==> config.mk <==
export PLATFORM = sky130hd
export DESIGN_NAME = ata_pio_host_sequencer_top
export DESIGN_NICKNAME = d
export VERILOG_FILES = /design/src/aps_pkg.sv /design/src/ata_pio_host_sequencer_top.sv /design/src/aps_step.sv /design/src/aps_emit.sv
export VERILOG_INCLUDE_DIRS = /design/src /design/src/src
export SDC_FILE = /design/constraint.sdc
export NUM_CORES = 1
export LEC_CHECK = 0
export BUFFER_PORTS_ARGS = -buffer_cell sky130_fd_sc_hd__buf_2
export CORE_MARGIN = 2
export CORE_UTILIZATION = 40
export CTS_BUF_LIST = sky130_fd_sc_hd__clkbuf_8
export CTS_CLUSTER_DIAMETER = 50
export DETAILED_ROUTE_END_ITERATION = 10
export PLACE_DENSITY = 0.68
export SYNTH_ARGS = -nofsm -noshare
export SYNTH_HDL_FRONTEND = slang
export SYNTH_SLANG_ARGS = --single-unit
==> constraint.sdc <==
create_clock -name clk -period 5.95 [get_ports clk]
set_clock_uncertainty 0.15 [all_clocks]
set_input_delay 0.2975 -clock clk [delete_from_list [all_inputs] [get_ports clk]]
set_output_delay 0.2975 -clock clk [all_outputs]
set_load 0.1 [all_outputs]
==> src/ata_pio_host_sequencer_top_defines.svh <==
// ----------------------------------------------------------------------------
// ATA PIO host sequencer assertion macros
// Shared clocked assertion forms; clk and rst_n must be visible at the use.
// ----------------------------------------------------------------------------
`ifndef ATA_PIO_HOST_SEQUENCER_TOP_DEFINES_SVH
`define ATA_PIO_HOST_SEQUENCER_TOP_DEFINES_SVH

// Same-cycle implication, disabled in reset.
`define APS_ASSERT_IMPL(lbl, ante, cons, msg) \
  lbl: assert property (@(posedge clk) disable iff (!rst_n) (ante) |-> (cons)) \
    else $error(msg);

// Next-cycle implication, disabled in reset.
`define APS_ASSERT_NEXT(lbl, ante, cons, msg) \
  lbl: assert property (@(posedge clk) disable iff (!rst_n) (ante) |=> (cons)) \
    else $error(msg);

`endif

==> src/aps_pkg.sv <==
// ----------------------------------------------------------------------------
// ATA PIO host sequencer package
// Codes, task file constants and shared types of the sequencer.
// ----------------------------------------------------------------------------
package aps_pkg;

  // Input opcodes
  localparam logic [1:0] OP_READ  = 2'd0;
  localparam logic [1:0] OP_IDENT = 2'd1;
  localparam logic [1:0] OP_DATA  = 2'd2;

  // Bus access kinds
  localparam logic [1:0] AK_NONE  = 2'd0;
  localparam logic [1:0] AK_WRITE = 2'd1;
  localparam logic [1:0] AK_RDBYTE = 2'd2;
  localparam logic [1:0] AK_RDWORD = 2'd3;

  // Completion codes
  localparam logic [1:0] ERR_OK       = 2'd0;
  localparam logic [1:0] ERR_NO_DRIVE = 2'd1;
  localparam logic [1:0] ERR_NOT_ATA  = 2'd2;
  localparam logic [1:0] ERR_DEVICE   = 2'd3;

  // Task file offsets from base 0x1F0
  localparam logic [2:0] OFS_DATA   = 3'd0;
  localparam logic [2:0] OFS_COUNT  = 3'd2;
  localparam logic [2:0] OFS_LBA0   = 3'd3;
  localparam logic [2:0] OFS_LBA1   = 3'd4;
  localparam logic [2:0] OFS_LBA2   = 3'd5;
  localparam logic [2:0] OFS_DRIVE  = 3'd6;
  localparam logic [2:0] OFS_STATUS = 3'd7;

  // Status bits
  localparam int unsigned ST_BSY_BIT = 7;
  localparam int unsigned ST_DRQ_BIT = 3;
  localparam int unsigned ST_ERR_BIT = 0;

  // Drive select bases and commands
  localparam logic [7:0] DRV_LBA_BASE   = 8'hE0;
  localparam logic [7:0] DRV_IDENT_BASE = 8'hA0;
  localparam logic [7:0] CMD_READ       = 8'h20;
  localparam logic [7:0] CMD_IDENT      = 8'hEC;

  localparam int unsigned WORDS_PER_SECTOR = 256;
  localparam int unsigned WORD_IDX_W       = $clog2(WORDS_PER_SECTOR);
  localparam logic [WORD_IDX_W-1:0] WORD_IDX_LAST = WORD_IDX_W'(WORDS_PER_SECTOR - 1);
  localparam logic [WORD_IDX_W-1:0] IDENT_TOT_LO  = WORD_IDX_W'(60);
  localparam logic [WORD_IDX_W-1:0] IDENT_TOT_HI  = WORD_IDX_W'(61);

  // Number of task file writes in a command burst
  localparam int unsigned CMD_WRITES = 6;
  localparam logic [2:0]  CMD_LAST_IDX = 3'(CMD_WRITES);

  typedef enum logic [12:0] {
    PH_IDLE      = 13'b0000000000001,
    PH_R_BSY_CMD = 13'b0000000000010,
    PH_DELAY     = 13'b0000000000100,
    PH_R_BSY     = 13'b0000000001000,
    PH_R_DRQ     = 13'b0000000010000,
    PH_R_WORDS   = 13'b0000000100000,
    PH_I_BSY_CMD = 13'b0000001000000,
    PH_I_STATUS  = 13'b0000010000000,
    PH_I_POLL    = 13'b0000100000000,
    PH_I_MID     = 13'b0001000000000,
    PH_I_HI      = 13'b0010000000000,
    PH_I_ERRCHK  = 13'b0100000000000,
    PH_I_WORDS   = 13'b1000000000000
  } phase_t;

  // Shape of the result burst caused by one transaction
  typedef enum logic [1:0] {
    M_NONE = 2'd0,  // no result
    M_ONE  = 2'd1,  // tail only
    M_WORD = 2'd2,  // delivered word, then tail
    M_CMD  = 2'd3   // six task file writes, then tail
  } mode_t;

  typedef struct packed {
    logic [1:0]  access_kind;
    logic [2:0]  port_offset;
    logic [7:0]  write_byte;
    logic        word_valid;
    logic [15:0] delivered_word;
    logic        finished;
    logic [1:0]  error_code;
    logic [31:0] sector_total;
  } res_t;

  typedef struct packed {
    mode_t                     mode;
    logic [CMD_WRITES-1:0][7:0] cmd_bytes;  // drive, count, lba0, lba1, lba2, cmd
    logic [15:0]               head_word;
    res_t                      tail;
  } burst_t;

  typedef struct packed {
    phase_t                phase;
    logic [27:0]           current_lba;
    logic [31:0]           sectors_left;
    logic [8:0]            chunk_left;
    logic [WORD_IDX_W-1:0] word_index;
    logic [2:0]            delay_left;
    logic [31:0]           captured_total;
    logic                  doing_identify;
  } seq_state_t;

  function automatic res_t res_status_read();
    res_t r;
    r = '0;
    r.access_kind = AK_RDBYTE;
    r.port_offset = OFS_STATUS;
    return r;
  endfunction

  function automatic res_t res_byte_read(input logic [2:0] ofs);
    res_t r;
    r = '0;
    r.access_kind = AK_RDBYTE;
    r.port_offset = ofs;
    return r;
  endfunction

  function automatic res_t res_word_read();
    res_t r;
    r = '0;
    r.access_kind = AK_RDWORD;
    r.port_offset = OFS_DATA;
    return r;
  endfunction

  function automatic res_t res_finish(input logic [1:0] err, input logic [31:0] tot);
    res_t r;
    r = '0;
    r.finished     = 1'b1;
    r.error_code   = err;
    r.sector_total = tot;
    return r;
  endfunction

  // Register offset of each write in a command burst
  function automatic logic [2:0] cmd_offset(input logic [2:0] idx);
    logic [2:0] o;
    case (idx)
      3'd0:    o = OFS_DRIVE;
      3'd1:    o = OFS_COUNT;
      3'd2:    o = OFS_LBA0;
      3'd3:    o = OFS_LBA1;
      3'd4:    o = OFS_LBA2;
      default: o = OFS_STATUS;
    endcase
    return o;
  endfunction

endpackage

==> src/ata_pio_host_sequencer_top.sv <==
// ----------------------------------------------------------------------------
// ATA PIO host sequencer, top level
// Drives LBA28 READ SECTORS and IDENTIFY DEVICE through the task file.
// ----------------------------------------------------------------------------
// Usage:
//   in_*   : one transaction per command start (op 0 read, op 1 identify) or
//            per returned bus read (op 2, data in in_bus_data).
//   out_*  : one transaction per bus access to perform, per delivered data
//            word, or per end-of-command mark; out_last flags the final result
//            caused by an input transaction.
//   cfg_*  : writes select_slave (master/slave drive select); write it only
//            while the block is idle.
// Path: once accepted, an input transaction passes the input register, then
//   the result burst register, before its first result is presented.
// Throughput: one input transaction per cycle while each causes one result
//   and out_ready is high. An input that causes n results (1, 2, or 7 for a
//   command issue) holds the burst register until its final result is handed
//   out, and the next input is taken on that same cycle.
// Stall: while out_ready is low the burst and the input register hold; input
//   is refused once the input register is full.
// Reset: sequencer returns to idle, counters and the drive select clear, no
//   transaction is pending on either channel.
// ----------------------------------------------------------------------------
module ata_pio_host_sequencer_top #(
  parameter int unsigned MAX_CHUNK_SECTORS  = 256,
  parameter int unsigned DELAY_STATUS_READS = 4
) (
  input  logic        clk,
  input  logic        rst_n,
  // configuration
  input  logic        cfg_valid,
  output logic        cfg_ready,
  input  logic        cfg_select_slave,
  // input channel
  input  logic        in_valid,
  output logic        in_ready,
  input  logic [1:0]  in_op,
  input  logic [27:0] in_start_lba,
  input  logic [31:0] in_total_sectors,
  input  logic [15:0] in_bus_data,
  // result channel
  output logic        out_valid,
  input  logic        out_ready,
  output logic [1:0]  out_access_kind,
  output logic [2:0]  out_port_offset,
  output logic [7:0]  out_write_byte,
  output logic        out_word_valid,
  output logic [15:0] out_delivered_word,
  output logic        out_finished,
  output logic [1:0]  out_error_code,
  output logic [31:0] out_sector_total,
  output logic        out_last
);

  logic                select_slave_r;
  logic                in_full_r;
  logic                in_full_nxt;
  logic [1:0]          op_r;
  logic [27:0]         lba_r;
  logic [31:0]         total_r;
  logic [15:0]         data_r;
  aps_pkg::seq_state_t state_r;
  aps_pkg::seq_state_t state_nxt;
  aps_pkg::burst_t     burst;
  aps_pkg::res_t       res;
  logic                can_load;
  logic                load;
  logic                in_take;

  // Configuration is always accepted
  assign cfg_ready = 1'b1;

  always_ff @(posedge clk) begin
    if (!rst_n) begin
      select_slave_r <= 1'b0;
    end else if (cfg_valid) begin
      select_slave_r <= cfg_select_slave;
    end
  end

  // Advance the held transaction into the step logic once the emitter frees
  assign load     = in_full_r && can_load;
  assign in_ready = !in_full_r || can_load;
  assign in_take  = in_valid && in_ready;

  always_comb begin
    in_full_nxt = in_full_r;
    if (in_take) begin
      in_full_nxt = 1'b1;
    end else if (load) begin
      in_full_nxt = 1'b0;
    end
  end

  always_ff @(posedge clk) begin
    if (!rst_n) begin
      in_full_r <= 1'b0;
    end else begin
      in_full_r <= in_full_nxt;
    end
  end

  always_ff @(posedge clk) begin
    if (in_take) begin
      op_r    <= in_op;
      lba_r   <= in_start_lba;
      total_r <= in_total_sectors;
      data_r  <= in_bus_data;
    end
  end

  aps_step #(
    .MAX_CHUNK_SECTORS  (MAX_CHUNK_SECTORS),
    .DELAY_STATUS_READS (DELAY_STATUS_READS)
  ) u_step (
    .op            (op_r),
    .start_lba     (lba_r),
    .total_sectors (total_r),
    .bus_data      (data_r),
    .select_slave  (select_slave_r),
    .cur           (state_r),
    .nxt           (state_nxt),
    .burst         (burst)
  );

  // Commit the sequencer state only when the transaction is consumed
  always_ff @(posedge clk) begin
    if (!rst_n) begin
      state_r <= aps_pkg::seq_state_t'{phase: aps_pkg::PH_IDLE, default: '0};
    end else if (load) begin
      state_r <= state_nxt;
    end
  end

  aps_emit u_emit (
    .clk       (clk),
    .rst_n     (rst_n),
    .load      (load),
    .burst     (burst),
    .can_load  (can_load),
    .out_valid (out_valid),
    .out_ready (out_ready),
    .out_res   (res),
    .out_last  (out_last)
  );

  assign out_access_kind    = res.access_kind;
  assign out_port_offset    = res.port_offset;
  assign out_write_byte     = res.write_byte;
  assign out_word_valid     = res.word_valid;
  assign out_delivered_word = res.delivered_word;
  assign out_finished       = res.finished;
  assign out_error_code     = res.error_code;
  assign out_sector_total   = res.sector_total;

endmodule

==> src/aps_step.sv <==
// ----------------------------------------------------------------------------
// ATA PIO sequencer step logic
// Next state and result burst for one transaction, from the current state.
// ----------------------------------------------------------------------------
module aps_step #(
  parameter int unsigned MAX_CHUNK_SECTORS  = 256,
  parameter int unsigned DELAY_STATUS_READS = 4
) (
  input  logic                [1:0]  op,
  input  logic                [27:0] start_lba,
  input  logic                [31:0] total_sectors,
  input  logic                [15:0] bus_data,
  input  logic                       select_slave,
  input  aps_pkg::seq_state_t        cur,
  output aps_pkg::seq_state_t        nxt,
  output aps_pkg::burst_t            burst
);

  localparam logic [8:0] MAX_CHUNK  = 9'(MAX_CHUNK_SECTORS);
  localparam logic [2:0] DELAY_INIT = 3'(DELAY_STATUS_READS - 1);
  localparam logic [aps_pkg::WORD_IDX_W-1:0] WORD_ONE =
    {{(aps_pkg::WORD_IDX_W-1){1'b0}}, 1'b1};

  logic [7:0]  st;
  logic [8:0]  chunk;
  logic [8:0]  chunk_dec;
  logic [31:0] tot_upd;
  logic [7:0]  drive_rd;
  logic [7:0]  drive_id;

  assign st       = bus_data[7:0];
  assign chunk    = (cur.sectors_left < 32'(MAX_CHUNK)) ? cur.sectors_left[8:0] : MAX_CHUNK;
  assign chunk_dec = (cur.chunk_left != 9'd0) ? cur.chunk_left - 9'd1 : 9'd0;
  assign drive_rd = aps_pkg::DRV_LBA_BASE | {3'd0, select_slave, cur.current_lba[27:24]};
  assign drive_id = aps_pkg::DRV_IDENT_BASE | {3'd0, select_slave, 4'd0};

  always_comb begin
    tot_upd = cur.captured_total;
    if (cur.word_index == aps_pkg::IDENT_TOT_LO) begin
      tot_upd = {cur.captured_total[31:16], bus_data};
    end else if (cur.word_index == aps_pkg::IDENT_TOT_HI) begin
      tot_upd = {bus_data, cur.captured_total[15:0]};
    end
  end

  always_comb begin
    nxt             = cur;
    burst           = '0;
    burst.mode      = aps_pkg::M_NONE;
    burst.head_word = bus_data;
    case (op)
      aps_pkg::OP_READ: begin
        nxt.current_lba    = start_lba;
        nxt.sectors_left   = total_sectors;
        nxt.chunk_left     = '0;
        nxt.word_index     = '0;
        nxt.doing_identify = 1'b0;
        burst.mode         = aps_pkg::M_ONE;
        if (total_sectors == 32'd0) begin
          nxt.phase  = aps_pkg::PH_IDLE;
          burst.tail = aps_pkg::res_finish(aps_pkg::ERR_OK, 32'd0);
        end else begin
          nxt.phase  = aps_pkg::PH_R_BSY_CMD;
          burst.tail = aps_pkg::res_status_read();
        end
      end
      aps_pkg::OP_IDENT: begin
        nxt.doing_identify = 1'b1;
        nxt.word_index     = '0;
        nxt.captured_total = '0;
        nxt.phase          = aps_pkg::PH_I_BSY_CMD;
        burst.mode         = aps_pkg::M_ONE;
        burst.tail         = aps_pkg::res_status_read();
      end
      aps_pkg::OP_DATA: begin
        if (cur.phase != aps_pkg::PH_IDLE) begin
          burst.mode = aps_pkg::M_ONE;
          burst.tail = aps_pkg::res_status_read();
          unique case (cur.phase)
            aps_pkg::PH_R_BSY_CMD: begin
              if (!st[aps_pkg::ST_BSY_BIT]) begin
                burst.mode      = aps_pkg::M_CMD;
                burst.cmd_bytes = {aps_pkg::CMD_READ, cur.current_lba[23:16],
                                   cur.current_lba[15:8], cur.current_lba[7:0],
                                   chunk[7:0], drive_rd};
                nxt.sectors_left = cur.sectors_left - 32'(chunk);
                nxt.current_lba  = cur.current_lba + 28'(chunk);
                nxt.chunk_left   = chunk;
                nxt.delay_left   = DELAY_INIT;
                nxt.phase        = aps_pkg::PH_DELAY;
              end
            end
            aps_pkg::PH_I_BSY_CMD: begin
              if (!st[aps_pkg::ST_BSY_BIT]) begin
                burst.mode      = aps_pkg::M_CMD;
                burst.cmd_bytes = {aps_pkg::CMD_IDENT, 8'd0, 8'd0, 8'd0, 8'd0, drive_id};
                nxt.delay_left  = DELAY_INIT;
                nxt.phase       = aps_pkg::PH_DELAY;
              end
            end
            aps_pkg::PH_DELAY: begin
              if (cur.delay_left != 3'd0) begin
                nxt.delay_left = cur.delay_left - 3'd1;
              end else if (cur.doing_identify) begin
                nxt.phase = aps_pkg::PH_I_STATUS;
              end else begin
                nxt.phase = aps_pkg::PH_R_BSY;
              end
            end
            aps_pkg::PH_R_BSY: begin
              if (!st[aps_pkg::ST_BSY_BIT]) begin
                nxt.phase = aps_pkg::PH_R_DRQ;
              end
            end
            aps_pkg::PH_R_DRQ: begin
              if (st[aps_pkg::ST_DRQ_BIT] || st[aps_pkg::ST_ERR_BIT]) begin
                nxt.phase      = aps_pkg::PH_R_WORDS;
                nxt.word_index = '0;
                burst.tail     = aps_pkg::res_word_read();
              end
            end
            aps_pkg::PH_R_WORDS: begin
              burst.mode = aps_pkg::M_WORD;
              if (cur.word_index != aps_pkg::WORD_IDX_LAST) begin
                nxt.word_index = cur.word_index + WORD_ONE;
                burst.tail     = aps_pkg::res_word_read();
              end else begin
                nxt.word_index = '0;
                nxt.chunk_left = chunk_dec;
                if (chunk_dec != 9'd0) begin
                  nxt.delay_left = DELAY_INIT;
                  nxt.phase      = aps_pkg::PH_DELAY;
                end else if (cur.sectors_left != 32'd0) begin
                  nxt.phase = aps_pkg::PH_R_BSY_CMD;
                end else begin
                  nxt.phase  = aps_pkg::PH_IDLE;
                  burst.tail = aps_pkg::res_finish(aps_pkg::ERR_OK, 32'd0);
                end
              end
            end
            aps_pkg::PH_I_STATUS: begin
              if (st == 8'd0) begin
                nxt.phase  = aps_pkg::PH_IDLE;
                burst.tail = aps_pkg::res_finish(aps_pkg::ERR_NO_DRIVE, 32'd0);
              end else begin
                nxt.phase = aps_pkg::PH_I_POLL;
              end
            end
            aps_pkg::PH_I_POLL: begin
              if (st[aps_pkg::ST_BSY_BIT]) begin
                nxt.phase  = aps_pkg::PH_I_MID;
                burst.tail = aps_pkg::res_byte_read(aps_pkg::OFS_LBA1);
              end else begin
                nxt.phase = aps_pkg::PH_I_ERRCHK;
              end
            end
            aps_pkg::PH_I_MID: begin
              if (st != 8'd0) begin
                nxt.phase  = aps_pkg::PH_IDLE;
                burst.tail = aps_pkg::res_finish(aps_pkg::ERR_NOT_ATA, 32'd0);
              end else begin
                nxt.phase  = aps_pkg::PH_I_HI;
                burst.tail = aps_pkg::res_byte_read(aps_pkg::OFS_LBA2);
              end
            end
            aps_pkg::PH_I_HI: begin
              if (st != 8'd0) begin
                nxt.phase  = aps_pkg::PH_IDLE;
                burst.tail = aps_pkg::res_finish(aps_pkg::ERR_NOT_ATA, 32'd0);
              end else begin
                nxt.phase = aps_pkg::PH_I_POLL;
              end
            end
            aps_pkg::PH_I_ERRCHK: begin
              if (st[aps_pkg::ST_ERR_BIT]) begin
                nxt.phase  = aps_pkg::PH_IDLE;
                burst.tail = aps_pkg::res_finish(aps_pkg::ERR_DEVICE, 32'd0);
              end else begin
                nxt.phase          = aps_pkg::PH_I_WORDS;
                nxt.word_index     = '0;
                nxt.captured_total = '0;
                burst.tail         = aps_pkg::res_word_read();
              end
            end
            aps_pkg::PH_I_WORDS: begin
              burst.mode         = aps_pkg::M_WORD;
              nxt.captured_total = tot_upd;
              if (cur.word_index != aps_pkg::WORD_IDX_LAST) begin
                nxt.word_index = cur.word_index + WORD_ONE;
                burst.tail     = aps_pkg::res_word_read();
              end else begin
                nxt.word_index = '0;
                nxt.phase      = aps_pkg::PH_IDLE;
                burst.tail     = aps_pkg::res_finish(aps_pkg::ERR_OK, tot_upd);
              end
            end
            default: begin
              nxt.phase  = aps_pkg::PH_IDLE;
              burst.mode = aps_pkg::M_NONE;
            end
          endcase
        end
      end
      default: begin
        burst.mode = aps_pkg::M_NONE;
      end
    endcase
  end

endmodule

==> src/aps_emit.sv <==
// ----------------------------------------------------------------------------
// ATA PIO sequencer result emitter
// Holds one result burst and hands it out one result per cycle while out_ready is high.
// ----------------------------------------------------------------------------
`include "ata_pio_host_sequencer_top_defines.svh"

module aps_emit (
  input  logic                   clk,
  input  logic                   rst_n,
  input  logic                   load,
  input  aps_pkg::burst_t        burst,
  output logic                   can_load,
  output logic                   out_valid,
  input  logic                   out_ready,
  output aps_pkg::res_t          out_res,
  output logic                   out_last
);

  logic                                    busy_r;
  logic                                    busy_nxt;
  logic [2:0]                              idx_r;
  logic [2:0]                              idx_nxt;
  aps_pkg::mode_t                          mode_r;
  logic [aps_pkg::CMD_WRITES-1:0][7:0]     bytes_r;
  logic [15:0]                             head_r;
  aps_pkg::res_t                           tail_r;
  logic                                    take;

  assign out_valid = busy_r;
  assign take      = busy_r && out_ready;
  assign can_load  = !busy_r || (out_ready && out_last);

  // Select the result at the current position of the burst
  always_comb begin
    out_res  = tail_r;
    out_last = 1'b1;
    case (mode_r)
      aps_pkg::M_CMD: begin
        out_last = (idx_r == aps_pkg::CMD_LAST_IDX);
        if (!out_last) begin
          out_res             = '0;
          out_res.access_kind = aps_pkg::AK_WRITE;
          out_res.port_offset = aps_pkg::cmd_offset(idx_r);
          out_res.write_byte  = bytes_r[idx_r];
        end
      end
      aps_pkg::M_WORD: begin
        out_last = (idx_r != 3'd0);
        if (!out_last) begin
          out_res                = '0;
          out_res.word_valid     = 1'b1;
          out_res.delivered_word = head_r;
        end
      end
      default: begin
        out_last = 1'b1;
      end
    endcase
  end

  always_comb begin
    busy_nxt = busy_r;
    idx_nxt  = idx_r;
    if (load) begin
      busy_nxt = (burst.mode != aps_pkg::M_NONE);
      idx_nxt  = '0;
    end else if (take) begin
      if (out_last) begin
        busy_nxt = 1'b0;
      end else begin
        idx_nxt = idx_r + 3'd1;
      end
    end
  end

  always_ff @(posedge clk) begin
    if (!rst_n) begin
      busy_r <= 1'b0;
      idx_r  <= '0;
      mode_r <= aps_pkg::M_NONE;
    end else begin
      busy_r <= busy_nxt;
      idx_r  <= idx_nxt;
      if (load) begin
        mode_r <= burst.mode;
      end
    end
  end

  // Burst payload needs no reset
  always_ff @(posedge clk) begin
    if (load) begin
      bytes_r <= burst.cmd_bytes;
      head_r  <= burst.head_word;
      tail_r  <= burst.tail;
    end
  end

  `APS_ASSERT_IMPL(a_load_when_free, load, can_load, "burst loaded over a pending result")
  `APS_ASSERT_IMPL(a_busy_has_burst, busy_r, mode_r != aps_pkg::M_NONE, "busy with empty burst")
  `APS_ASSERT_IMPL(a_word_idx_range, busy_r && (mode_r == aps_pkg::M_WORD), idx_r <= 3'd1, "word burst index overrun")
  `APS_ASSERT_NEXT(a_stall_holds_pos, busy_r && !out_ready && !load, busy_r && $stable(idx_r), "stalled burst moved")

endmodule
# Word-level counts from Yosys, hierarchy flattened
# Index checks and enable logic that the tools add are counted.
# Widths: inputs -> output; s select.
# totals
in_bits	84
wordCells	202
ff_bits	341
# op_classes
n_mux	73
order_cmp	2
addsub	6
bitwise	2
n_reduce_logical	44
n_eq_ne	43
# ops
op	n
$mux 65	12
$pmux 65 s8	1
$pmux 65 s3	1
$pmux 13 s12	1
$mux 50	3
$pmux 69 s2	1
$pmux 65 s2	1
$pmux 32 s2	2
$mux 125	1
$mux 32	3
$pmux 48 s2	1
$mux 13	7
$mux 82	1
$mux 64	1
$mux 62	1
$mux 60	1
$mux 9	5
$mux 8	5
$pmux 13 s3	1
$logic_not 32->1	1
$lt 32x9->1 const B	1
$reduce_bool 32->1	1
$sub 32x9->32	1
$add 28x9->28	1
62 further kinds	116

# Longest topological paths before layout
# Gate-level depths: netlist of the first run.
# depth
ltp_word	8
mapped_depth	16

# Cells and area by module
# A second synthesis of the first run with hierarchy kept.
# hier_totals
cells_unflattened	1981
area_unflattened_um2	18759.2
# by_module_without_submodules
mod	cells_per_inst	area_each_um2	instances	seq_area_each_um2
ata_pio_host_sequencer_top	663	7329.5	1	4904.7
aps_step	1004	6138.4	1	0.0
aps_emit	314	5291.3	1	3993.8

# Worst setup path before layout of the first run
# OpenSTA, ideal clock, no wires.
# synth_timing
path_kind	reg2reg
startpoint	register u_emit.idx_r[0]
endpoint	register data_r[0], enable pin
setup_time_ps	444
n_path_buf	1
setup_slack_ps	968
synth_period_minus_slack_ps	4982
t_arrival_ps	4387
stages_incl_launch_ff	10
path_cell_list	dfxtp_1 > buf_1 > inv_1 > ha_1 > nor2_1 > o21ai_0 > nand2_1 > a21oi_1 > nand2_1 > and2_1
# synth_via
elab_chain_len	6
word_cells_on_any_way	7
# synth_lines
element	line_no	text
start, declared	aps_emit.sv:21	logic [2:0] idx_r;
start signal, assigned	aps_emit.sv:83	idx_r <= idx_nxt;
$eq 3x3->1 or $reduce_bool 3->1 (tied branches)	aps_emit.sv:39, aps_emit.sv:48	
$pmux 1 s2 *	aps_emit.sv:37	case (mode_r)
$logic_and 1x1->1 *	aps_emit.sv:31	assign can_load = !busy_r || (out_ready && out_last);
$logic_or 1x1->1 *	aps_emit.sv:31	
$logic_or 1x1->1 *	ata_pio_host_sequencer_top.sv:83	assign in_ready = !in_full_r || can_load;
via in_ready	ata_pio_host_sequencer_top.sv:36	output logic in_ready,
$logic_and 1x1->1 *	ata_pio_host_sequencer_top.sv:84	assign in_take = in_valid && in_ready;
end signal, assigned	ata_pio_host_sequencer_top.sv:108	data_r <= in_bus_data;
end, declared	ata_pio_host_sequencer_top.sv:61	logic [15:0] data_r;
# The timed path passes the listed nets; every way through them passes the cells marked *.
# A chain may end at the register's enable or synchronous reset.

# Worst setup path after layout of the first run
# layout_timing
startpoint	register state_r[62] in the netlist's numbering
endpoint	register state_r[112] in the netlist's numbering
# layout_via
elab_chain_len	7
# layout_lines
element	line_no	text
start, declared	ata_pio_host_sequencer_top.sv:62	aps_pkg::seq_state_t state_r;
start signal, assigned	ata_pio_host_sequencer_top.sv:129	state_r <= aps_pkg::seq_state_t'{phase: aps_pkg::PH_IDLE, default: '0};
start signal, assigned	ata_pio_host_sequencer_top.sv:131	state_r <= state_nxt;
$lt 32x9->1	aps_step.sv:32	assign chunk = (cur.sectors_left < 32'(MAX_CHUNK)) ? cur.sectors_left[8:0] : MAX_CHUNK;
$mux 9	aps_step.sv:32	
$add 28x9->28	aps_step.sv:87	nxt.current_lba = cur.current_lba + 28'(chunk);
$mux 82	aps_step.sv:81	if (!st[aps_pkg::ST_BSY_BIT]) begin
$mux 60	aps_step.sv:79	unique case (cur.phase)
$mux 125	aps_step.sv:76	if (cur.phase != aps_pkg::PH_IDLE) begin
$pmux 69 s2	aps_step.sv:51	case (op)
# Every way passes these cells. The select of a mux whose other input is x is not followed.

==> impl_metrics.xml, run 1 <==
<?xml version="1.0" encoding="UTF-8"?>
<metrics>
  <group name="pwr">
    <metric name="leakage_power_summed_over_all_cells" unit="nW">6.989</metric>
    <metric name="power.ir.vdd_worst" unit="V">0.0001828</metric>
    <metric name="power_density" unit="mW/mm2">258.7</metric>
  </group>
  <group name="cells_and_area">
    <metric name="synthToLayoutAreaGrowth" unit="%">19.77</metric>
    <metric name="finalNetCount" unit="">1827</metric>
    <metric name="layout_cell_share_with_drive_strength_beyond_1" unit="%">16.13</metric>
    <metric name="layout.cells.non_filler" unit="">2272</metric>
    <metric name="antenna_cells_inserted" unit="">0</metric>
  </group>
  <group name="worst_setup_path">
    <metric name="critical_path.startpoint_type" unit="">register</metric>
    <metric name="critPathRequiredTime" unit="ns">6.36</metric>
    <metric name="regToRegSetupSlack" unit="ns">0.92</metric>
    <metric name="critPathKind" unit="">reg -&gt; reg</metric>
    <metric name="worst-endpoint-arrival" unit="ns">5.44</metric>
    <metric name="worst_r2r_endpoint" unit="">state_r[112]</metric>
    <metric name="timing.rr.start" unit="">state_r[62]</metric>
    <metric name="cp_max_fo" unit="">20</metric>
    <metric name="timing.critical_path.to_type" unit="">register</metric>
    <metric name="rr_worst_depth" unit="">14</metric>
  </group>
  <group name="sta">
    <metric name="final.min_clock_period" unit="ns">5.034</metric>
    <metric name="timing.final.setup_violations" unit="">0</metric>
    <metric name="fmax" unit="MHz">198.7</metric>
    <metric name="grt_setup_unrepaired" unit="">no</metric>
    <metric name="slew_headroom" unit="%">23.79</metric>
    <metric name="final.setup.tns" unit="ns">0</metric>
    <metric name="finalCritPeriodShare" unit="%">84.60</metric>
    <metric name="timing_hold_violations_final" unit="">0</metric>
    <metric name="timing_worst_slew_pin_value" unit="ns">1.141</metric>
    <metric name="maxSlewViolCount" unit="">0</metric>
  </group>
  <group name="synthesis">
    <metric name="synth_area_leader_cell" unit="">sky130_fd_sc_hd__edfxtp_1</metric>
    <metric name="async_flop_share" unit="%">0</metric>
    <metric name="synthesized_cell_area" unit="mm2">0.01520</metric>
    <metric name="synthCells" unit="">1504</metric>
    <metric name="edff_count_synth" unit="">174</metric>
    <metric name="yosys.area.top_type_share" unit="%">34.38</metric>
    <metric name="yosysMostFrequentCell" unit="">sky130_fd_sc_hd__edfxtp_1</metric>
    <metric name="sequential_element_share_of_the_synthesized_area" unit="%">52.04</metric>
    <metric name="synth.cells.most_frequent" unit="">sky130_fd_sc_hd__edfxtp_1, sky130_fd_sc_hd__nand2_1, sky130_fd_sc_hd__dfxtp_1, sky130_fd_sc_hd__a21oi_1, sky130_fd_sc_hd__nor2_1</metric>
    <metric name="synth-main-ff-cell" unit="">sky130_fd_sc_hd__edfxtp_1</metric>
    <metric name="synth_area_leaders" unit="">sky130_fd_sc_hd__edfxtp_1, sky130_fd_sc_hd__dfxtp_1, sky130_fd_sc_hd__nand2_1</metric>
    <metric name="postSynthAreaPerCell" unit="um2">10.10</metric>
    <metric name="ys.warnings.count" unit="">0</metric>
    <metric name="flip_flop_and_latch_count_after_synthesis" unit="">308</metric>
    <metric name="synth.lib_cells_used.distinct" unit="">90</metric>
  </group>
  <group name="hold_path">
    <metric name="launch_instance_of_the_worst_min_delay_path" unit="">rst_n</metric>
    <metric name="worst_hold_path.endpoint" unit="">state_r[76]</metric>
    <metric name="hold_class" unit="">in -&gt; reg</metric>
    <metric name="depth_of_the_worst_hold_timing_path" unit="">4</metric>
  </group>
  <group name="clocking">
    <metric name="h_tree_level_count" unit="">2</metric>
    <metric name="cts_root_buffer" unit="">sky130_fd_sc_hd__clkbuf_8</metric>
    <metric name="clock_sink_count" unit="">308</metric>
    <metric name="postCtsSetupBuffers" unit="">0</metric>
    <metric name="worst_setup_hold_path_clk_slew" unit="ns">0.06</metric>
    <metric name="cts-buffers-inserted" unit="">53</metric>
    <metric name="clock_latency" unit="ns">0.63</metric>
    <metric name="clockBufferDepth" unit="">3</metric>
    <metric name="clock_tree_from_tritoncts" unit="">built</metric>
  </group>
  <group name="flow_run">
    <metric name="drv.max_cap_violation_count" unit="">0</metric>
  </group>
  <group name="detailed_routing">
    <metric name="ant_nets" unit="">0</metric>
    <metric name="dr_pass1_iterations" unit="">6</metric>
    <metric name="detail_route.drc_violations" unit="">0</metric>
    <metric name="wl_per_cell" unit="um">18.74</metric>
    <metric name="number_of_vias_in_the_routed_layout" unit="">13020</metric>
    <metric name="drtIter0Drc" unit="">1346</metric>
    <metric name="wl" unit="um">42570</metric>
    <metric name="post_drt_via_cell_ratio" unit="">5.728</metric>
  </group>
  <group name="floorplan">
    <metric name="die_h" unit="um">198.9</metric>
    <metric name="floorplan.core_area" unit="mm2">0.03758</metric>
    <metric name="fp.dieArea" unit="mm2">0.03957</metric>
    <metric name="start_util" unit="%">40.44</metric>
    <metric name="ios" unit="">153</metric>
    <metric name="chipWidth" unit="um">198.9</metric>
    <metric name="rows" unit="">71</metric>
  </group>
  <group name="global_routing">
    <metric name="antenna_found_initial" unit="">1</metric>
    <metric name="grt_max_degree" unit="">57</metric>
    <metric name="globalRouteOverflowTotal" unit="">0</metric>
    <metric name="grt.total_usage" unit="%">21.44</metric>
    <metric name="first_pass_grt_wire_length" unit="um">67390</metric>
    <metric name="grt_pass1_vias" unit="">12530</metric>
  </group>
  <group name="place">
    <metric name="place.gp.congestion" unit="">0.9246</metric>
    <metric name="portBuffers" unit="">151</metric>
    <metric name="post_dp_hpwl" unit="um">27970</metric>
    <metric name="place.detailed.instances" unit="">2090</metric>
  </group>
  <group name="outcome">
    <metric name="status" unit="">complete, no violations</metric>
  </group>
</metrics>
how the worst max path moves through the flow:
stage / from / endpoint / slack (ns) / depth (start not counted)
2_1_floorplan: u_emit.idx_r[0] / data_r[0] / 0.97 / 9
3_3_place_gp: state_r[62] / state_r[112] / 1.31 / 14
3_5_place_dp: state_r[62] / state_r[112] / 1.14 / 14
4_1_cts: state_r[62] / state_r[112] / 1.10 / 14
5_1_grt: state_r[62] / state_r[112] / 0.59 / 14
6_report: state_r[62] / state_r[112] / 0.92 / 14
cell families after synthesis:
logic type      Yosys count  synth area share [%]
flops                   308                 52.04
fa+ha+maj                26                 2.190
other cells               1               0.02468
xor+xnor                 16                0.9222
mux                      23                 2.182
compound gates          398                 17.46
simple gates            595                 21.24
buf+inv                 137                 3.936
flip-flops by register name, summed over array words and instances, names as in the netlist:
register	count
total_r	32
lba_r	28
u_emit.out_valid	1
u_emit.tail_r	40
u_emit.head_r	16
u_emit.bytes_r	40
op_r	2
state_r	126
in_full_r	1
select_slave_r	1
u_emit.idx_r	3
u_emit.mode_r	2
data_r	16
what timing repair did:
item / CTS / global route
endpoints found under the hold margin: 82 / 0
gates resized for setup: 0 / 0
hold buffers: 83 / 0
cell usage in the layout, fill, tap and decap left out, types with 38 or more instances in the layout:
| cell type | count |
|---|---|
| sky130_fd_sc_hd__clkbuf_8 | 58 |
| sky130_fd_sc_hd__and2_1 | 65 |
| sky130_fd_sc_hd__dlygate4sd3_1 | 83 |
| sky130_fd_sc_hd__o21ai_0 | 90 |
| sky130_fd_sc_hd__nor2_1 | 92 |
| sky130_fd_sc_hd__nand3_1 | 38 |
| sky130_fd_sc_hd__edfxtp_1 | 174 |
| sky130_fd_sc_hd__and3_1 | 56 |
| sky130_fd_sc_hd__a21oi_1 | 110 |
| sky130_fd_sc_hd__buf_2 | 151 |
| sky130_fd_sc_hd__nand2_1 | 158 |
| sky130_fd_sc_hd__dfxtp_1 | 134 |
| sky130_fd_sc_hd__inv_1 | 62 |
per-layer routing:
| layer | GRT usage, % | share of wire [%] |
|---|---|---|
| met5 | 0 | 0 |
| met1 | 28.58 | 43 |
| met4 | 7.076 | 2.3 |
| met2 | 35.02 | 47 |
| met3 | 4.188 | 8.0 |
metrics by stage:
| step | util [%] | total power (W) | cell area (um2) | worst slack, ns | hold WS, ns |
|---|---|---|---|---|---|
| 2_1_floorplan | - | 0.002668 | 15200 | 0.9681 | 0.2464 |
| 3_3_place_gp | 43.39 | 0.002786 | 16310 | 1.306 | 0.2988 |
| 3_5_place_dp | 43.39 | 0.002795 | 16310 | 1.142 | 0.3033 |
| 4_1_cts | 48.43 | 0.004739 | 18200 | 1.097 | 0.1221 |
| 5_1_grt | 48.43 | 0.004878 | 18200 | 0.5900 | 0.1848 |
| 6_report | 48.43 | 0.004709 | 18200 | 0.9162 | 0.1784 |
report_power, final:
group          switching, W  total, W  internal, W  leakage, nW
sequential        0.0000540   0.00237      0.00232         2.81
clock              0.000875   0.00191      0.00103        0.626
combinational      0.000285  0.000430     0.000145         3.56
total               0.00121   0.00471      0.00349         6.99
layout make-up:
type | count | area (um2)
Tap cell | 511 | 639.4
Fill cell | 3407 | 19380
Sequential cell | 308 | 7908
Clock inverter | 41 | 265.3
Inverter | 43 | 163.9
Clock buffer | 58 | 798.3
Timing Repair Buffer | 251 | 1714
Multi-Input combinational cell | 1060 | 6711
worst max-delay path, stage by stage, from the launching register on:
cell                       delay (ns)
sky130_fd_sc_hd__dfxtp_1         0.37
sky130_fd_sc_hd__or3_1           0.46
sky130_fd_sc_hd__nor4_2          0.43
sky130_fd_sc_hd__and3_1          0.58
sky130_fd_sc_hd__buf_4           0.32
sky130_fd_sc_hd__inv_1           0.16
sky130_fd_sc_hd__nor2_1          0.17
sky130_fd_sc_hd__ha_1            0.16
sky130_fd_sc_hd__inv_1           0.06
sky130_fd_sc_hd__o21ai_0         0.24
sky130_fd_sc_hd__a21boi_0        0.16
sky130_fd_sc_hd__o21bai_1        0.91
sky130_fd_sc_hd__nand4_1         0.24
sky130_fd_sc_hd__or3_1           0.37
sky130_fd_sc_hd__a31oi_1         0.19
No activity file was read; power rests on OpenSTA's default activity.
==> run 2, diff against run 1 <==
--- a/config.mk
+++ b/config.mk
@@ -6,6 +6,7 @@
 export SDC_FILE = /design/constraint.sdc
 export NUM_CORES = 1
 export LEC_CHECK = 0
+export ABC_AREA = 1
 export BUFFER_PORTS_ARGS = -buffer_cell sky130_fd_sc_hd__buf_2
 export CORE_MARGIN = 2
 export CORE_UTILIZATION = 40
==> constraint.sdc (replaced) <==
create_clock -name clk -period 5.1 [get_ports clk]
set_clock_uncertainty 0.15 [all_clocks]
set_input_delay 0.255 -clock clk [delete_from_list [all_inputs] [get_ports clk]]
set_output_delay 0.255 -clock clk [all_outputs]
set_load 0.1 [all_outputs]
==> impl_metrics.xml, run 2 <==
<?xml version="1.0" encoding="UTF-8"?>
<metrics>
  <group name="floorplan">
    <metric name="chipWidth" unit="um">204.6</metric>
    <metric name="fp.dieArea" unit="mm2">0.04185</metric>
    <metric name="start_util" unit="%">40.50</metric>
    <metric name="floorplan.core_area" unit="mm2">0.03973</metric>
    <metric name="die_h" unit="um">204.6</metric>
    <metric name="rows" unit="">73</metric>
    <metric name="ios" unit="">153</metric>
  </group>
  <group name="synthesis">
    <metric name="edff_count_synth" unit="">174</metric>
    <metric name="async_flop_share" unit="%">0</metric>
    <metric name="synth-main-ff-cell" unit="">sky130_fd_sc_hd__edfxtp_1</metric>
    <metric name="flip_flop_and_latch_count_after_synthesis" unit="">308</metric>
    <metric name="synthCells" unit="">2021</metric>
    <metric name="synth.lib_cells_used.distinct" unit="">58</metric>
    <metric name="ys.warnings.count" unit="">0</metric>
    <metric name="yosys.area.top_type_share" unit="%">32.47</metric>
    <metric name="synth_area_leaders" unit="">sky130_fd_sc_hd__edfxtp_1, sky130_fd_sc_hd__dfxtp_1, sky130_fd_sc_hd__nor2_1</metric>
    <metric name="sequential_element_share_of_the_synthesized_area" unit="%">49.14</metric>
    <metric name="yosysMostFrequentCell" unit="">sky130_fd_sc_hd__nor2_1</metric>
    <metric name="synthesized_cell_area" unit="mm2">0.01609</metric>
    <metric name="synth_area_leader_cell" unit="">sky130_fd_sc_hd__edfxtp_1</metric>
    <metric name="postSynthAreaPerCell" unit="um2">7.962</metric>
    <metric name="synth.cells.most_frequent" unit="">sky130_fd_sc_hd__nor2_1, sky130_fd_sc_hd__nand2_1, sky130_fd_sc_hd__inv_1, sky130_fd_sc_hd__a21oi_1, sky130_fd_sc_hd__edfxtp_1</metric>
  </group>
  <group name="worst_setup_path">
    <metric name="regToRegSetupSlack" unit="ns">1.09</metric>
    <metric name="critPathRequiredTime" unit="ns">5.44</metric>
    <metric name="rr_worst_depth" unit="">16</metric>
    <metric name="critPathKind" unit="">reg -&gt; reg</metric>
    <metric name="critical_path.startpoint_type" unit="">register</metric>
    <metric name="critPathMostFrequentCell" unit="">sky130_fd_sc_hd__nand2_2</metric>
    <metric name="timing.rr.start" unit="">u_emit.idx_r[1]</metric>
    <metric name="crit_slowest_cell" unit="">sky130_fd_sc_hd__buf_4</metric>
    <metric name="cp_max_fo" unit="">55</metric>
    <metric name="worst_r2r_endpoint" unit="">state_r[20]</metric>
    <metric name="worst-endpoint-arrival" unit="ns">4.35</metric>
    <metric name="timing.critical_path.to_type" unit="">register</metric>
    <metric name="max_stage_delay" unit="ns">0.59</metric>
    <metric name="cp_cell_sequence" unit="">clkinv_1 -&gt; ha_1 -&gt; nand2_2 -&gt; inv_2 -&gt; nand2_2 -&gt; nand2_2 -&gt; o21ai_4 -&gt; nand2_4 -&gt; clkinv_2 -&gt; buf_4 -&gt; o21ai_1 -&gt; nor2_2 -&gt; nand2_2 -&gt; buf_4 -&gt; o21ai_0 -&gt; a21oi_1</metric>
  </group>
  <group name="clocking">
    <metric name="h_tree_level_count" unit="">2</metric>
    <metric name="cts_root_buffer" unit="">sky130_fd_sc_hd__clkbuf_8</metric>
    <metric name="cts_hold_buffers" unit="">83</metric>
    <metric name="clock_latency" unit="ns">0.63</metric>
    <metric name="cts_resized" unit="">0</metric>
    <metric name="worst_setup_hold_path_clk_slew" unit="ns">0.06</metric>
    <metric name="clock_tree_from_tritoncts" unit="">built</metric>
    <metric name="clock_sink_count" unit="">308</metric>
    <metric name="clockBufferDepth" unit="">3</metric>
    <metric name="postCtsSetupBuffers" unit="">0</metric>
    <metric name="cts-buffers-inserted" unit="">55</metric>
  </group>
  <group name="pwr">
    <metric name="leakage_power_summed_over_all_cells" unit="nW">7.839</metric>
    <metric name="net-switching-power" unit="W">0.001770</metric>
    <metric name="power_density" unit="mW/mm2">319.0</metric>
    <metric name="power.ir.vdd_worst" unit="V">0.0002252</metric>
    <metric name="sequentialPowerShare" unit="%">45.9</metric>
    <metric name="power.clock.fraction" unit="%">39.9</metric>
    <metric name="internal-power" unit="W">0.004363</metric>
    <metric name="power_frac_comb" unit="%">14.2</metric>
    <metric name="totalPowerFinal" unit="W">0.006133</metric>
    <metric name="switching_share" unit="%">28.86</metric>
  </group>
  <group name="sta">
    <metric name="final.setup.tns" unit="ns">0</metric>
    <metric name="timing_hold_violations_final" unit="">0</metric>
    <metric name="timing_worst_slew_pin_value" unit="ns">1.112</metric>
    <metric name="slew_headroom" unit="%">25.65</metric>
    <metric name="timing.final.setup_violations" unit="">0</metric>
    <metric name="fmax" unit="MHz">249.3</metric>
    <metric name="finalCritPeriodShare" unit="%">78.65</metric>
    <metric name="grt_setup_unrepaired" unit="">no</metric>
    <metric name="maxSlewViolCount" unit="">0</metric>
    <metric name="final.min_clock_period" unit="ns">4.011</metric>
  </group>
  <group name="detailed_routing">
    <metric name="wl" unit="um">45590</metric>
    <metric name="dr_pass1_iterations" unit="">5</metric>
    <metric name="drtIter0Drc" unit="">1217</metric>
    <metric name="detail_route.drc_violations" unit="">0</metric>
    <metric name="number_of_vias_in_the_routed_layout" unit="">14810</metric>
    <metric name="wl_per_cell" unit="um">16.19</metric>
    <metric name="post_drt_via_cell_ratio" unit="">5.259</metric>
    <metric name="ant_nets" unit="">0</metric>
  </group>
  <group name="hold_path">
    <metric name="worst_hold_path.endpoint" unit="">in_full_r</metric>
    <metric name="depth_of_the_worst_hold_timing_path" unit="">3</metric>
    <metric name="launch_instance_of_the_worst_min_delay_path" unit="">rst_n</metric>
    <metric name="hold_class" unit="">in -&gt; reg</metric>
  </group>
  <group name="flow_run">
    <metric name="drv.max_cap_violation_count" unit="">0</metric>
  </group>
  <group name="cells_and_area">
    <metric name="layout.cells.most_common" unit="">sky130_fd_sc_hd__nor2_1</metric>
    <metric name="layout_cell_share_with_drive_strength_beyond_1" unit="%">14.54</metric>
    <metric name="sequential_cell_area" unit="mm2">0.007908</metric>
    <metric name="registers.top_by_ff_count" unit="">state_r</metric>
    <metric name="nFillCells" unit="">3806</metric>
    <metric name="largest_reg_flops" unit="">126</metric>
    <metric name="finalNetCount" unit="">2355</metric>
    <metric name="reg.largest.list" unit="">state_r (126), u_emit.bytes_r (40), u_emit.tail_r (40)</metric>
    <metric name="final_cell_mix" unit="">sky130_fd_sc_hd__nor2_1, sky130_fd_sc_hd__nand2_1, sky130_fd_sc_hd__inv_1</metric>
    <metric name="synthToLayoutAreaGrowth" unit="%">19.49</metric>
    <metric name="multi_input_logic_area" unit="mm2">0.006761</metric>
  </group>
  <group name="global_routing">
    <metric name="grt_max_degree" unit="">85</metric>
    <metric name="grt_pass1_vias" unit="">13930</metric>
    <metric name="grt.total_usage" unit="%">21.47</metric>
    <metric name="globalRouteOverflowTotal" unit="">0</metric>
    <metric name="antenna_found_initial" unit="">0</metric>
    <metric name="first_pass_grt_wire_length" unit="um">71800</metric>
  </group>
  <group name="place">
    <metric name="place.gp.congestion" unit="">0.9191</metric>
    <metric name="portBuffers" unit="">151</metric>
    <metric name="post_dp_hpwl" unit="um">31640</metric>
  </group>
  <group name="outcome">
    <metric name="status" unit="">complete, no violations</metric>
  </group>
</metrics>
run 2: cell types whose count changed after synthesis, moves of 32 or more:
cell and delta:
sky130_fd_sc_hd__and2_1 -66, sky130_fd_sc_hd__nor2_1 +218, sky130_fd_sc_hd__nand2_1 +141, sky130_fd_sc_hd__and3_1 -56
sky130_fd_sc_hd__nand3_1 +78, sky130_fd_sc_hd__inv_1 +212, sky130_fd_sc_hd__o21ai_0 +68, sky130_fd_sc_hd__a21oi_1 +73
sky130_fd_sc_hd__a22o_1 -32
run 2: cell type report:
| cell class | instances | area share (%) |
|---|---|---|
| antenna | 1 | 0.01302 |
| clock buffer | 61 | 4.367 |
| clock inverter | 41 | 1.725 |
| inverter | 268 | 5.265 |
| multi-input combinational | 1361 | 35.17 |
| sequential | 308 | 41.13 |
| tap | 525 | 3.417 |
| timing repair buffer | 251 | 8.916 |
run 2: worst max-delay path by stage:
stage | from | cells after the start | endpoint
floorplan | u_emit.idx_r[1] | 12 | data_r[0]
global placement | u_emit.idx_r[0] | 16 | state_r[64]
finish | u_emit.idx_r[1] | 16 | state_r[20]
CTS | u_emit.idx_r[1] | 16 | state_r[20]
global route | u_emit.idx_r[1] | 16 | state_r[29]
detailed placement | u_emit.idx_r[1] | 16 | state_r[28]
run 2: kinds of logic after synthesis:
| logic type | share of synthesized area (%) |
|---|---|
| adder cells (fa/ha/maj) | 2.068 |
| buffers and inverters | 8.857 |
| AO/OA/AOI/OAI | 14.79 |
| XOR/XNOR | 0.4355 |
| flip-flops | 49.14 |
| AND/OR/NAND/NOR | 24.68 |
| other | 0.02331 |
run 2: power groups by stage:
stage / clock (W) / sequential [W] / combinational, W
final: 0.00245 / 0.00282 / 0.000869
after global routing: 0.00261 / 0.00283 / 0.000958
after CTS: 0.00250 / 0.00281 / 0.000862
after detailed placement: 0 / 0.00287 / 0.000811
after global placement: 0 / 0.00286 / 0.000799
after floorplan: 0 / 0.00284 / 0.000606
run 2: critical path: cells and delay by family (launching register included):
| family | cells | cell delay (ns) |
|---|---|---|
| buffers and inverters | 5 | 1.50 |
| flip-flops | 1 | 0.52 |
| AND/OR/NAND/NOR | 6 | 0.75 |
| adder cells (fa/ha/maj) | 1 | 0.32 |
| AO/OA/AOI/OAI | 4 | 0.60 |
run 2: stage by stage:
| stage | setup WS [ns] | std cells | util (%) | area [um2] | hold slack [ns] |
|---|---|---|---|---|---|
| 2_1_floorplan | 0.5368 | 2022 | - | 16090 | 0.2039 |
| 3_3_place_gp | 1.273 | 2630 | 43.34 | 17220 | 0.2810 |
| 3_5_place_dp | 1.126 | 2630 | 43.34 | 17220 | 0.2831 |
| 4_1_cts | 1.093 | 2815 | 48.38 | 19220 | 0.007694 |
| 5_1_grt | 0.7110 | 2815 | 48.38 | 19220 | 0.05085 |
| 6_report | 1.089 | 2816 | 48.39 | 19230 | 0.05321 |
run 2: routing by layer:
metal | vias to the layer above | global-route usage, % | wire [um]
li1 | 7252 | - | -
met1 | 6871 | 28.28 | 19810
met2 | 595 | 35.57 | 21420
met3 | 90 | 3.563 | 3061
met4 | 0 | 7.712 | 1302
met5 | - | 0 | 0
